[config.mk]
export PLATFORM = sky130hd
export DESIGN_NAME = rotated_linear_color_gradient_top
export DESIGN_NICKNAME = d
export VERILOG_FILES = /design/src/sv/rlcg_pkg.sv /design/src/sv/rlcg_ram.sv /design/src/sv/rlcg_project.sv /design/src/sv/rlcg_locate.sv /design/src/sv/rlcg_blend.sv /design/src/sv/rotated_linear_color_gradient_top.sv
export SDC_FILE = /design/constraint.sdc
export NUM_CORES = 2
export LEC_CHECK = 0
export BUFFER_PORTS_ARGS = -buffer_cell sky130_fd_sc_hd__buf_2
export CORE_MARGIN = 2
export CORE_UTILIZATION = 60
export DETAILED_ROUTE_END_ITERATION = 6
export PLACE_DENSITY = 0.85
export SYNTH_ARGS = -nofsm -noshare
export SYNTH_HDL_FRONTEND = slang
export SYNTH_SLANG_ARGS = --single-unit
[constraint.sdc]
create_clock -name clock -period 39.9 [get_ports clock]
set_clock_uncertainty 0.05 [all_clocks]
set_input_delay 1.995 -clock clock [delete_from_list [all_inputs] [get_ports clock]]
set_output_delay 1.995 -clock clock [all_outputs]
set_load 0.05 [all_outputs]
[src/sv/rlcg_pkg.sv]
`default_nettype none
// ----------------------------------------------------------------------------
// rlcg_pkg
// Shared widths, register indexes, function codes and the control structures
// that travel between the stages of the gradient sampler.
// ----------------------------------------------------------------------------
package rlcg_pkg;

   localparam int COORD_W    = 17;
   localparam int ROT_W      = 18;
   localparam int PROD_W     = 36;
   localparam int SUM_W      = 37;
   localparam int SUM_FRAC   = 32;
   localparam int INDEX_W    = 4;
   localparam int COLOR_W    = 24;
   localparam int CHAN_W     = 8;
   localparam int CHANNELS   = 3;
   localparam int COUNT_W    = 5;
   localparam int CSR_ADDR_W = 2;
   localparam int CSR_DATA_W = 18;

   typedef enum logic [CSR_ADDR_W-1:0] {
      CSR_COLOR_COUNT = 2'd0,
      CSR_ROT_COS     = 2'd1,
      CSR_ROT_SIN     = 2'd2
   } csr_addr_type;

   localparam logic FUNC_LOAD   = 1'b0;
   localparam logic FUNC_SAMPLE = 1'b1;

   typedef struct packed {
      logic               valid;
      logic               func;
      logic [INDEX_W-1:0] index;
      logic [COLOR_W-1:0] color;
   } item_type;

   typedef struct packed {
      logic valid;
      logic direct;
   } mix_ctrl_type;

endpackage
`default_nettype wire

[src/sv/rlcg_ram.sv]
`default_nettype none
// ----------------------------------------------------------------------------
// rlcg_ram
// Generic RAM with one write port and two read ports, read data registered
// under a read enable.
// ----------------------------------------------------------------------------
module rlcg_ram #(
   parameter  int WIDTH  = 24,
   parameter  int DEPTH  = 16,
   localparam int ADDR_W = $clog2(DEPTH)
) (
   input  wire logic              clock,
   input  wire logic              wr_en,
   input  wire logic [ADDR_W-1:0] wr_addr,
   input  wire logic [WIDTH-1:0]  wr_data,
   input  wire logic              rd_en,
   input  wire logic [ADDR_W-1:0] rd_addr0,
   input  wire logic [ADDR_W-1:0] rd_addr1,
   output logic      [WIDTH-1:0]  rd_data0,
   output logic      [WIDTH-1:0]  rd_data1
);

   logic [WIDTH-1:0] mem_ff [DEPTH];
   logic [WIDTH-1:0] rd_data0_ff;
   logic [WIDTH-1:0] rd_data1_ff;

   always_ff @(posedge clock) begin
      if (wr_en) begin
         mem_ff[wr_addr] <= wr_data;
      end
      if (rd_en) begin
         rd_data0_ff <= mem_ff[rd_addr0];
         rd_data1_ff <= mem_ff[rd_addr1];
      end
   end

   assign rd_data0 = rd_data0_ff;
   assign rd_data1 = rd_data1_ff;

endmodule
`default_nettype wire

[src/sv/rlcg_project.sv]
`default_nettype none
// ----------------------------------------------------------------------------
// rlcg_project
// Projects the point onto the rotated axis: two products in the first stage,
// their sum, rescaling and clamp to the unit interval in the second.
// ----------------------------------------------------------------------------
module rlcg_project #(
   parameter int FRAC_BITS = 16
) (
   input  wire logic                                clock,
   input  wire logic                                reset,
   input  wire logic                                en,
   input  wire rlcg_pkg::item_type                  item_i,
   input  wire logic        [rlcg_pkg::COORD_W-1:0] u_coord,
   input  wire logic        [rlcg_pkg::COORD_W-1:0] v_coord,
   input  wire logic signed [rlcg_pkg::ROT_W-1:0]   rot_cos,
   input  wire logic signed [rlcg_pkg::ROT_W-1:0]   rot_sin,
   output rlcg_pkg::item_type                       item_o,
   output logic             [FRAC_BITS:0]           alpha
);

   import rlcg_pkg::*;

   localparam int SHIFT = SUM_FRAC - FRAC_BITS;
   localparam logic [SUM_W-1:0] ONE_SUM = SUM_W'(1) << FRAC_BITS;
   localparam logic [FRAC_BITS:0] ONE_ALPHA = (FRAC_BITS+1)'(1) << FRAC_BITS;

   item_type                 item1_ff;
   item_type                 item2_ff;
   logic signed [PROD_W-1:0] prod_u_ff;
   logic signed [PROD_W-1:0] prod_v_ff;
   logic signed [SUM_W-1:0]  sum;
   logic        [SUM_W-1:0]  sum_shift;
   logic        [FRAC_BITS:0] alpha_in;
   logic        [FRAC_BITS:0] alpha_ff;

   always_comb begin
      sum       = SUM_W'(prod_u_ff) + SUM_W'(prod_v_ff);
      sum_shift = $unsigned(sum) >> SHIFT;
      priority if (sum[SUM_W-1] || (sum == '0)) begin
         alpha_in = '0;
      end else if (sum_shift > ONE_SUM) begin
         alpha_in = ONE_ALPHA;
      end else begin
         alpha_in = sum_shift[FRAC_BITS:0];
      end
   end

   always_ff @(posedge clock) begin
      if (reset) begin
         item1_ff.valid <= 1'b0;
         item2_ff.valid <= 1'b0;
      end else if (en) begin
         item1_ff  <= item_i;
         prod_u_ff <= $signed({1'b0, u_coord}) * rot_cos;
         prod_v_ff <= $signed({1'b0, v_coord}) * rot_sin;
         item2_ff  <= item1_ff;
         alpha_ff  <= alpha_in;
      end
   end

   assign item_o = item2_ff;
   assign alpha  = alpha_ff;

endmodule
`default_nettype wire

[src/sv/rlcg_locate.sv]
`default_nettype none
// ----------------------------------------------------------------------------
// rlcg_locate
// Scales alpha by the stop count less one, then splits the product into the
// two palette addresses and the blend fraction.
// ----------------------------------------------------------------------------
module rlcg_locate #(
   parameter  int MAX_STOPS = 16,
   parameter  int FRAC_BITS = 16,
   localparam int IDX_W     = $clog2(MAX_STOPS)
) (
   input  wire logic                   clock,
   input  wire logic                   reset,
   input  wire logic                   en,
   input  wire rlcg_pkg::item_type     item_i,
   input  wire logic [FRAC_BITS:0]     alpha,
   input  wire logic [IDX_W-1:0]       last_index,
   output rlcg_pkg::item_type          item_o,
   output rlcg_pkg::mix_ctrl_type      ctrl_o,
   output logic      [IDX_W-1:0]       addr0,
   output logic      [IDX_W-1:0]       addr1,
   output logic      [FRAC_BITS-1:0]   blend
);

   import rlcg_pkg::*;

   localparam int P_W = FRAC_BITS + 1 + IDX_W;

   item_type             item3_ff;
   item_type             item4_ff;
   logic [P_W-1:0]       p_ff;
   logic                 zero_ff;
   logic [IDX_W:0]       idx0;
   mix_ctrl_type         ctrl_in;
   mix_ctrl_type         ctrl_ff;
   logic [IDX_W-1:0]     addr0_in;
   logic [IDX_W-1:0]     addr1_in;
   logic [IDX_W-1:0]     addr0_ff;
   logic [IDX_W-1:0]     addr1_ff;
   logic [FRAC_BITS-1:0] blend_ff;

   always_comb begin
      idx0          = p_ff[P_W-1:FRAC_BITS];
      ctrl_in.valid = item3_ff.valid && (item3_ff.func == FUNC_SAMPLE);
      priority if (zero_ff || (idx0 >= {1'b0, last_index})) begin
         ctrl_in.direct = 1'b1;
         addr0_in       = last_index;
         addr1_in       = last_index;
      end else begin
         ctrl_in.direct = 1'b0;
         addr0_in       = idx0[IDX_W-1:0];
         addr1_in       = idx0[IDX_W-1:0] + 1'b1;
      end
   end

   always_ff @(posedge clock) begin
      if (reset) begin
         item3_ff.valid <= 1'b0;
         item4_ff.valid <= 1'b0;
         ctrl_ff.valid  <= 1'b0;
      end else if (en) begin
         item3_ff <= item_i;
         p_ff     <= P_W'(alpha * last_index);
         zero_ff  <= (alpha == '0);
         item4_ff <= item3_ff;
         ctrl_ff  <= ctrl_in;
         addr0_ff <= addr0_in;
         addr1_ff <= addr1_in;
         blend_ff <= p_ff[FRAC_BITS-1:0];
      end
   end

   assign item_o = item4_ff;
   assign ctrl_o = ctrl_ff;
   assign addr0  = addr0_ff;
   assign addr1  = addr1_ff;
   assign blend  = blend_ff;

endmodule
`default_nettype wire

[src/sv/rlcg_blend.sv]
`default_nettype none
// ----------------------------------------------------------------------------
// rlcg_blend
// Blends the two neighbouring palette colours per channel: products of the
// fraction and the channel differences in one stage, the final subtraction
// and truncation after it.
// ----------------------------------------------------------------------------
module rlcg_blend #(
   parameter int FRAC_BITS = 16
) (
   input  wire logic                           clock,
   input  wire logic                           reset,
   input  wire logic                           en,
   input  wire rlcg_pkg::mix_ctrl_type         ctrl_i,
   input  wire logic [FRAC_BITS-1:0]           blend,
   input  wire logic [rlcg_pkg::COLOR_W-1:0]   color0,
   input  wire logic [rlcg_pkg::COLOR_W-1:0]   color1,
   output logic                                mix_valid,
   output logic      [rlcg_pkg::COLOR_W-1:0]   mix_color
);

   import rlcg_pkg::*;

   localparam int PW = FRAC_BITS + CHAN_W + 2;

   mix_ctrl_type         ctrl5_ff;
   mix_ctrl_type         ctrl6_ff;
   logic [FRAC_BITS-1:0] blend5_ff;
   logic [COLOR_W-1:0]   c0_ff;
   logic signed [CHAN_W:0] diff [CHANNELS];
   logic signed [PW-1:0] prod_in [CHANNELS];
   logic signed [PW-1:0] prod_ff [CHANNELS];
   logic signed [PW-1:0] num [CHANNELS];
   logic [COLOR_W-1:0]   mixed;

   always_comb begin
      for (int ch = 0; ch < CHANNELS; ch++) begin
         diff[ch]    = $signed({1'b0, color0[ch*CHAN_W +: CHAN_W]})
                     - $signed({1'b0, color1[ch*CHAN_W +: CHAN_W]});
         prod_in[ch] = $signed({1'b0, blend5_ff}) * diff[ch];
      end
   end

   always_comb begin
      for (int ch = 0; ch < CHANNELS; ch++) begin
         num[ch] = $signed({2'b00, c0_ff[ch*CHAN_W +: CHAN_W], {FRAC_BITS{1'b0}}})
                 - prod_ff[ch];
         mixed[ch*CHAN_W +: CHAN_W] = num[ch][FRAC_BITS+CHAN_W-1:FRAC_BITS];
      end
   end

   always_ff @(posedge clock) begin
      if (reset) begin
         ctrl5_ff.valid <= 1'b0;
         ctrl6_ff.valid <= 1'b0;
      end else if (en) begin
         ctrl5_ff  <= ctrl_i;
         blend5_ff <= blend;
         ctrl6_ff  <= ctrl5_ff;
         c0_ff     <= color0;
         prod_ff   <= prod_in;
      end
   end

   assign mix_valid = ctrl6_ff.valid;
   assign mix_color = ctrl6_ff.direct ? c0_ff : mixed;

endmodule
`default_nettype wire

[src/sv/rotated_linear_color_gradient_top.sv]
`default_nettype none
// ----------------------------------------------------------------------------
// rotated_linear_color_gradient_top
// Multi-stop RGB gradient sampler along a rotated axis, with a palette
// memory loaded through the request channel.
// ----------------------------------------------------------------------------
// One request is accepted every clock cycle while req_stall is low. A
// sample request raises its colour on the response channel once it reaches
// the output register of the pipeline; a load request writes its palette
// slot and gives no response. The pipeline has seven stages: the two products,
// the clamp of alpha, the scaling by the stop count, the addressing of the
// dual-read palette memory, its registered read, the channel products, and an
// output register with a one-entry skid buffer behind it, so a stalled response
// holds the request side off only once the skid entry is full. Registers are to
// be written only while no request is in flight; the block does not enforce it.
module rotated_linear_color_gradient_top #(
   parameter int MAX_STOPS = 16,
   parameter int FRAC_BITS = 16
) (
   input  wire logic                              clock,
   input  wire logic                              reset,
   input  wire logic                              req_valid,
   output logic                                   req_stall,
   input  wire logic                              req_func,
   input  wire logic [rlcg_pkg::COORD_W-1:0]      req_u_coord,
   input  wire logic [rlcg_pkg::COORD_W-1:0]      req_v_coord,
   input  wire logic [rlcg_pkg::INDEX_W-1:0]      req_entry_index,
   input  wire logic [rlcg_pkg::COLOR_W-1:0]      req_entry_color,
   output logic                                   rsp_valid,
   input  wire logic                              rsp_stall,
   output logic      [rlcg_pkg::COLOR_W-1:0]      rsp_sample_color,
   input  wire logic                              csr_valid,
   output logic                                   csr_ready,
   input  wire logic [rlcg_pkg::CSR_ADDR_W-1:0]   csr_addr,
   input  wire logic [rlcg_pkg::CSR_DATA_W-1:0]   csr_data
);

   import rlcg_pkg::*;

   localparam int IDX_W = $clog2(MAX_STOPS);

   logic [COUNT_W-1:0]      color_count_ff;
   logic signed [ROT_W-1:0] rot_cos_ff;
   logic signed [ROT_W-1:0] rot_sin_ff;
   logic [IDX_W-1:0]        last_index_in;
   logic [IDX_W-1:0]        last_index_ff;

   logic                    adv;
   item_type                req_item;
   item_type                item2;
   item_type                item4;
   logic [FRAC_BITS:0]      alpha;
   mix_ctrl_type            ctrl4;
   logic [IDX_W-1:0]        addr0;
   logic [IDX_W-1:0]        addr1;
   logic [FRAC_BITS-1:0]    blend;
   logic                    ram_we;
   logic [IDX_W-1:0]        ram_waddr;
   logic [COLOR_W-1:0]      color0;
   logic [COLOR_W-1:0]      color1;
   logic                    mix_valid;
   logic [COLOR_W-1:0]      mix_color;

   logic                    rsp_valid_ff;
   logic [COLOR_W-1:0]      rsp_color_ff;
   logic                    skid_valid_ff;
   logic [COLOR_W-1:0]      skid_color_ff;
   logic                    take;
   logic                    fresh;

   // Configuration registers.
   assign csr_ready = 1'b1;

   always_ff @(posedge clock) begin
      if (reset) begin
         color_count_ff <= COUNT_W'(1);
         rot_cos_ff     <= 18'sd65536;
         rot_sin_ff     <= '0;
      end else if (csr_valid && csr_ready) begin
         unique case (csr_addr_type'(csr_addr))
            CSR_COLOR_COUNT: begin
               color_count_ff <= csr_data[COUNT_W-1:0];
            end
            CSR_ROT_COS: begin
               rot_cos_ff <= $signed(csr_data);
            end
            CSR_ROT_SIN: begin
               rot_sin_ff <= $signed(csr_data);
            end
            default: begin
            end
         endcase
      end
   end

   always_comb begin
      priority if (color_count_ff == '0) begin
         last_index_in = '0;
      end else if (32'(color_count_ff) > MAX_STOPS) begin
         last_index_in = IDX_W'(MAX_STOPS - 1);
      end else begin
         last_index_in = IDX_W'(color_count_ff - 1'b1);
      end
   end

   always_ff @(posedge clock) begin
      last_index_ff <= last_index_in;
   end

   // Pipeline.
   assign adv       = !skid_valid_ff;
   assign req_stall = skid_valid_ff;

   assign req_item.valid = req_valid;
   assign req_item.func  = req_func;
   assign req_item.index = req_entry_index;
   assign req_item.color = req_entry_color;

   rlcg_project #(
      .FRAC_BITS (FRAC_BITS)
   ) u_project (
      .clock   (clock),
      .reset   (reset),
      .en      (adv),
      .item_i  (req_item),
      .u_coord (req_u_coord),
      .v_coord (req_v_coord),
      .rot_cos (rot_cos_ff),
      .rot_sin (rot_sin_ff),
      .item_o  (item2),
      .alpha   (alpha)
   );

   rlcg_locate #(
      .MAX_STOPS (MAX_STOPS),
      .FRAC_BITS (FRAC_BITS)
   ) u_locate (
      .clock      (clock),
      .reset      (reset),
      .en         (adv),
      .item_i     (item2),
      .alpha      (alpha),
      .last_index (last_index_ff),
      .item_o     (item4),
      .ctrl_o     (ctrl4),
      .addr0      (addr0),
      .addr1      (addr1),
      .blend      (blend)
   );

   assign ram_we    = adv && item4.valid && (item4.func == FUNC_LOAD);
   assign ram_waddr = IDX_W'(32'(item4.index) % MAX_STOPS);

   rlcg_ram #(
      .WIDTH (COLOR_W),
      .DEPTH (MAX_STOPS)
   ) u_palette (
      .clock    (clock),
      .wr_en    (ram_we),
      .wr_addr  (ram_waddr),
      .wr_data  (item4.color),
      .rd_en    (adv),
      .rd_addr0 (addr0),
      .rd_addr1 (addr1),
      .rd_data0 (color0),
      .rd_data1 (color1)
   );

   rlcg_blend #(
      .FRAC_BITS (FRAC_BITS)
   ) u_blend (
      .clock     (clock),
      .reset     (reset),
      .en        (adv),
      .ctrl_i    (ctrl4),
      .blend     (blend),
      .color0    (color0),
      .color1    (color1),
      .mix_valid (mix_valid),
      .mix_color (mix_color)
   );

   // Output register with skid entry.
   assign take  = rsp_valid_ff && !rsp_stall;
   assign fresh = mix_valid && adv;

   always_ff @(posedge clock) begin
      if (reset) begin
         rsp_valid_ff  <= 1'b0;
         skid_valid_ff <= 1'b0;
      end else if (skid_valid_ff) begin
         if (take) begin
            rsp_color_ff  <= skid_color_ff;
            skid_valid_ff <= 1'b0;
         end
      end else if (fresh) begin
         if (!rsp_valid_ff || take) begin
            rsp_color_ff <= mix_color;
            rsp_valid_ff <= 1'b1;
         end else begin
            skid_color_ff <= mix_color;
            skid_valid_ff <= 1'b1;
         end
      end else if (take) begin
         rsp_valid_ff <= 1'b0;
      end
   end

   assign rsp_valid        = rsp_valid_ff;
   assign rsp_sample_color = rsp_color_ff;

   a_skid_behind_output: assert property (@(posedge clock) disable iff (reset)
      skid_valid_ff |-> rsp_valid_ff)
      else $error("Skid entry holds a response while the output register is empty.");

   a_skid_fills_on_stall: assert property (@(posedge clock) disable iff (reset)
      $rose(skid_valid_ff) |-> $past(rsp_valid_ff && rsp_stall))
      else $error("Skid entry filled without a stalled response.");

   a_pipe_frozen: assert property (@(posedge clock) disable iff (reset)
      !adv |=> $stable(mix_valid))
      else $error("Pipeline moved while the skid entry was full.");

endmodule
`default_nettype wire

==> flow_summary.yaml <==
synth:
  synth_area_leaders: "edfxtp_1, fa_1, ha_1"
  synth-seq-cells: 900
  syn_area_mm2: 0.0738
  ys.flop_type: "edfxtp_1"
  syn_inst: 6194
  syn_nets: 7650
  synth_cell_types: 85
  synth_top_area_share_pct: 34.4
  synth.avg_cell_area_um2: 11.9
  synth_seq_area_share_pct: 35.9
  synth_edf_count: 846
  yosysWarnings: 0
  async_flop_share_pct: 0
  synth_top_cell_by_area: "edfxtp_1"
detailed_routing:
  routed_via_density: 6.14
  first_iter_violations: 4885
  drc: 0
  firstDrtPassIters: 7
  wire_per_inst_um: 23.0
  finalWirelength_um: 182000
  vias: 48500
  ant_nets: 0
clock_tree:
  root_buffer: "clkbuf_16"
  cts_setup_buffers: 0
  cts.sink_count: 900
  insertion_delay_ns: 0.74
  htree_levels: 3
  cts_made_buffers: 93
  cts_tree: "built"
  clk_pin_slew_ns: 0.07
  cts_buffer_depth: 3
  holdBufCountCts: 0
  cts.repair.resized: 0
global_route:
  grt_usage_pct: 29.8
  grt_pass1_vias: 52300
  antenna_found_initial: 9
  grt_max_degree: 187
  overflow: 0
  grt_pass1_wl_um: 290000
setup_path:
  r2r_cells: 30
  worstSetupStartpointType: "flip-flop"
  r2r_start: "u_palette.rd_data0[9]$_DFFE_PN_"
  critPathSlowestCell: "o311ai_0"
  timing.rr.end: "u_blend.prod_ff[47]$_DFFE_PP_"
  critPathMaxStageDelay_ns: 0.66
  arrival_ns: 8.99
  path_class: "flip-flop to flip-flop"
  cpMostUsedCell: "fa_1"
  crit_required_ns: 40.32
  cp_max_fo: 16
  cp-end-kind: "flip-flop"
  reg2reg_slack_ns: 31.34
final_layout:
  num-fill-cells: 8515
  antenna_cells: 0
  layout-drive-gt1-share_pct: 10.5
  multi_input_area_mm2: 0.0427
  nets: 7653
  seq_area_mm2: 0.0265
  area_growth_pct: 7.26
worst_hold_path:
  hp-class: "flip-flop to flip-flop"
  whs_path_depth: 0
  min_from: "u_project.item1_ff[5]$_DFFE_PP_"
  hold_path_end: "u_project.item_o[5]$_DFFE_PP_"
floorplanning:
  die_x_um: 355
  die_area_mm2: 0.126
  num_rows: 128
  chipHeight_um: 355
  core_mm2: 0.122
  start_util_pct: 60.5
  ios: 115
sta:
  slew_viol_final: 0
  post-route-min-period_ns: 8.56
  final_hold_viol_count: 0
  slew_headroom_pct: 13.4
  worst_pin_slew_ns: 1.29
  finalCritPeriodShare_pct: 21.5
  rsz0062_at_grt: "no"
  setup_violations: 0
  fmax_ghz: 0.117
  fin_setup_tns_ns: 0
placed_design:
  place.gp.congestion: 0.884
  port_buffers: 113
  hpwl_um: 122000
outcome:
  status: "complete, no violations"
job:
  cap_violations: 0
## critical path: cells and delay by family, from the launching register on
| kind | cells | cell delay [ns] |
|---|---|---|
| adders and majority gates | 7 | 3.10 |
| AOI/OAI and AO/OA | 11 | 3.08 |
| and+or+nand+nor | 6 | 0.87 |
| DFF | 1 | 0.49 |
| buffers and inverters | 4 | 0.40 |
| xor gates and xnor gates | 2 | 0.28 |
## metrics by stage
step | cell area (µm²) | util [%] | setup WS, ns | hold slack (ns) | cells
after floorplan | 73800 | - | 20.03 | 0.350 | 6194
after global placement | 75900 | 62.3 | 31.37 | 0.350 | 7727
after detailed placement | 75900 | 62.3 | 31.34 | 0.355 | 7727
after CTS | 79100 | 64.9 | 31.53 | 0.332 | 7901
after global routing | 79100 | 64.9 | 31.15 | 0.349 | 7901
final | 79100 | 64.9 | 31.34 | 0.332 | 7901
## how the worst max path moves through the flow
stage,start,end
after floorplan,reset,skid_color_ff[0]$_DFFE_PP_
after global placement,req_u_coord[14],u_project.prod_u_ff[34]$_DFFE_PP_
after detailed placement,req_u_coord[14],u_project.prod_u_ff[34]$_DFFE_PP_
after CTS,u_palette.rd_data0[9]$_DFFE_PN_,u_blend.prod_ff[47]$_DFFE_PP_
after global routing,u_palette.rd_data0[8]$_DFFE_PN_,u_blend.prod_ff[47]$_DFFE_PP_
final,u_palette.rd_data0[9]$_DFFE_PN_,u_blend.prod_ff[47]$_DFFE_PP_
## kinds of logic (layout without fill, tap and decap cells)
family                   count (synthesis)  in the layout  synth area share, %
other                                    1              1              0.00508
flip-flops                             900            900                 35.9
AND/OR/NAND/NOR                       1718           1718                 11.7
AO/OA/AOI/OAI                          513            513                 4.47
XOR/XNOR                               190            190                 2.26
adder cells (fa/ha/maj)               1368           1368                 31.5
buffers and inverters                 1222           1304                 6.26
multiplexers                           282            282                 7.95
## layout make-up
type | instances | area share [%]
repair buffers | 179 | 1.40
multi-input cells | 4072 | 54.0
well taps | 1625 | 2.57
flip-flops and latches | 900 | 33.5
clock buffers | 119 | 3.12
inverters | 951 | 4.51
clock inverters | 55 | 0.875
## synthesized netlist by cell type (5+ instances only)
| cell | count |
|---|---|
| and4_1 | 6 |
| and3_1 | 13 |
| a211oi_1 | 17 |
| ha_1 | 557 |
| nand2_1 | 666 |
| nor3_1 | 49 |
| and2_1 | 448 |
| buf_1 | 17 |
| nand3_1 | 28 |
| mux2i_1 | 11 |
| or3_1 | 21 |
| inv_1 | 950 |
| nand4_1 | 16 |
| nand2b_1 | 131 |
| edfxtp_1 | 846 |
| o2111ai_1 | 5 |
| fa_1 | 811 |
| nor4_2 | 6 |
| nand3b_1 | 10 |
| a31oi_1 | 12 |
| o21bai_1 | 11 |
| a21boi_0 | 13 |
| a21oi_1 | 166 |
| a21o_1 | 50 |
| o21ai_0 | 108 |
| xor2_1 | 54 |
| nor2_1 | 196 |
| xnor2_1 | 136 |
| dfxtp_1 | 54 |
| mux4_2 | 240 |
| nor4b_1 | 5 |
| o211ai_1 | 9 |
| or2_2 | 21 |
| o221ai_1 | 7 |
| nor4_1 | 22 |
| o31ai_1 | 13 |
| o21a_1 | 44 |
| clkbuf_1 | 247 |
| mux2_2 | 31 |
| nor2b_1 | 66 |
## state kept, by name, indices dropped and copies added, names as in the netlist, 16 cells and up
name	cells
u_project.item_o	30
rsp_sample_color	24
u_project.alpha	17
rot_sin_ff	18
u_locate.item_o	30
u_blend.c0_ff	24
u_palette.rd_data0	24
u_locate.item3_ff	30
u_blend.blend5_ff	16
u_project.item1_ff	30
u_project.prod_v_ff	36
rot_cos_ff	18
u_palette.rd_data1	24
u_locate.blend	16
u_blend.prod_ff	72
skid_color_ff	24
u_locate.p_ff	21
u_palette.mem_ff	384
u_project.prod_u_ff	36
## cell usage in the layout, fill, tap and decap left out, drive strengths merged, types with 13 or more instances in the layout
| cell | synthesis | final |
|---|---|---|
| xnor2 | 136 | 136 |
| a21oi | 170 | 170 |
| inv | 951 | 956 |
| a211oi | 18 | 18 |
| o21ai | 111 | 111 |
| o21a | 44 | 44 |
| or2 | 22 | 22 |
| nand2b | 131 | 131 |
| nor3 | 50 | 50 |
| o31ai | 14 | 14 |
| nor2b | 66 | 66 |
| and3 | 13 | 13 |
| clkbuf | 248 | 119 |
| mux2 | 31 | 31 |
| fa | 811 | 811 |
| nand3 | 28 | 28 |
| nor4 | 28 | 28 |
| clkinv | 0 | 36 |
| nor2 | 196 | 196 |
| a21o | 51 | 51 |
| nand4 | 16 | 16 |
| mux4 | 240 | 240 |
| a21boi | 13 | 13 |
| xor2 | 54 | 54 |
| dfxtp | 54 | 54 |
| and2 | 448 | 448 |
| ha | 557 | 557 |
| or3 | 21 | 21 |
| buf | 23 | 179 |
| nand2 | 666 | 666 |
| edfxtp | 846 | 846 |
## routing by layer
layer,vias up,part of all wire [%],GRT usage [%]
li1,20600,-,-
met1,24500,37,38.5
met2,2738,48,49.3
met3,616,10,6.08
met4,16,4.7,13.0
met5,-,0.051,0
Power is not shown: default switching activity piles up to over one toggle a cycle in this logic, so the estimate is an artifact.
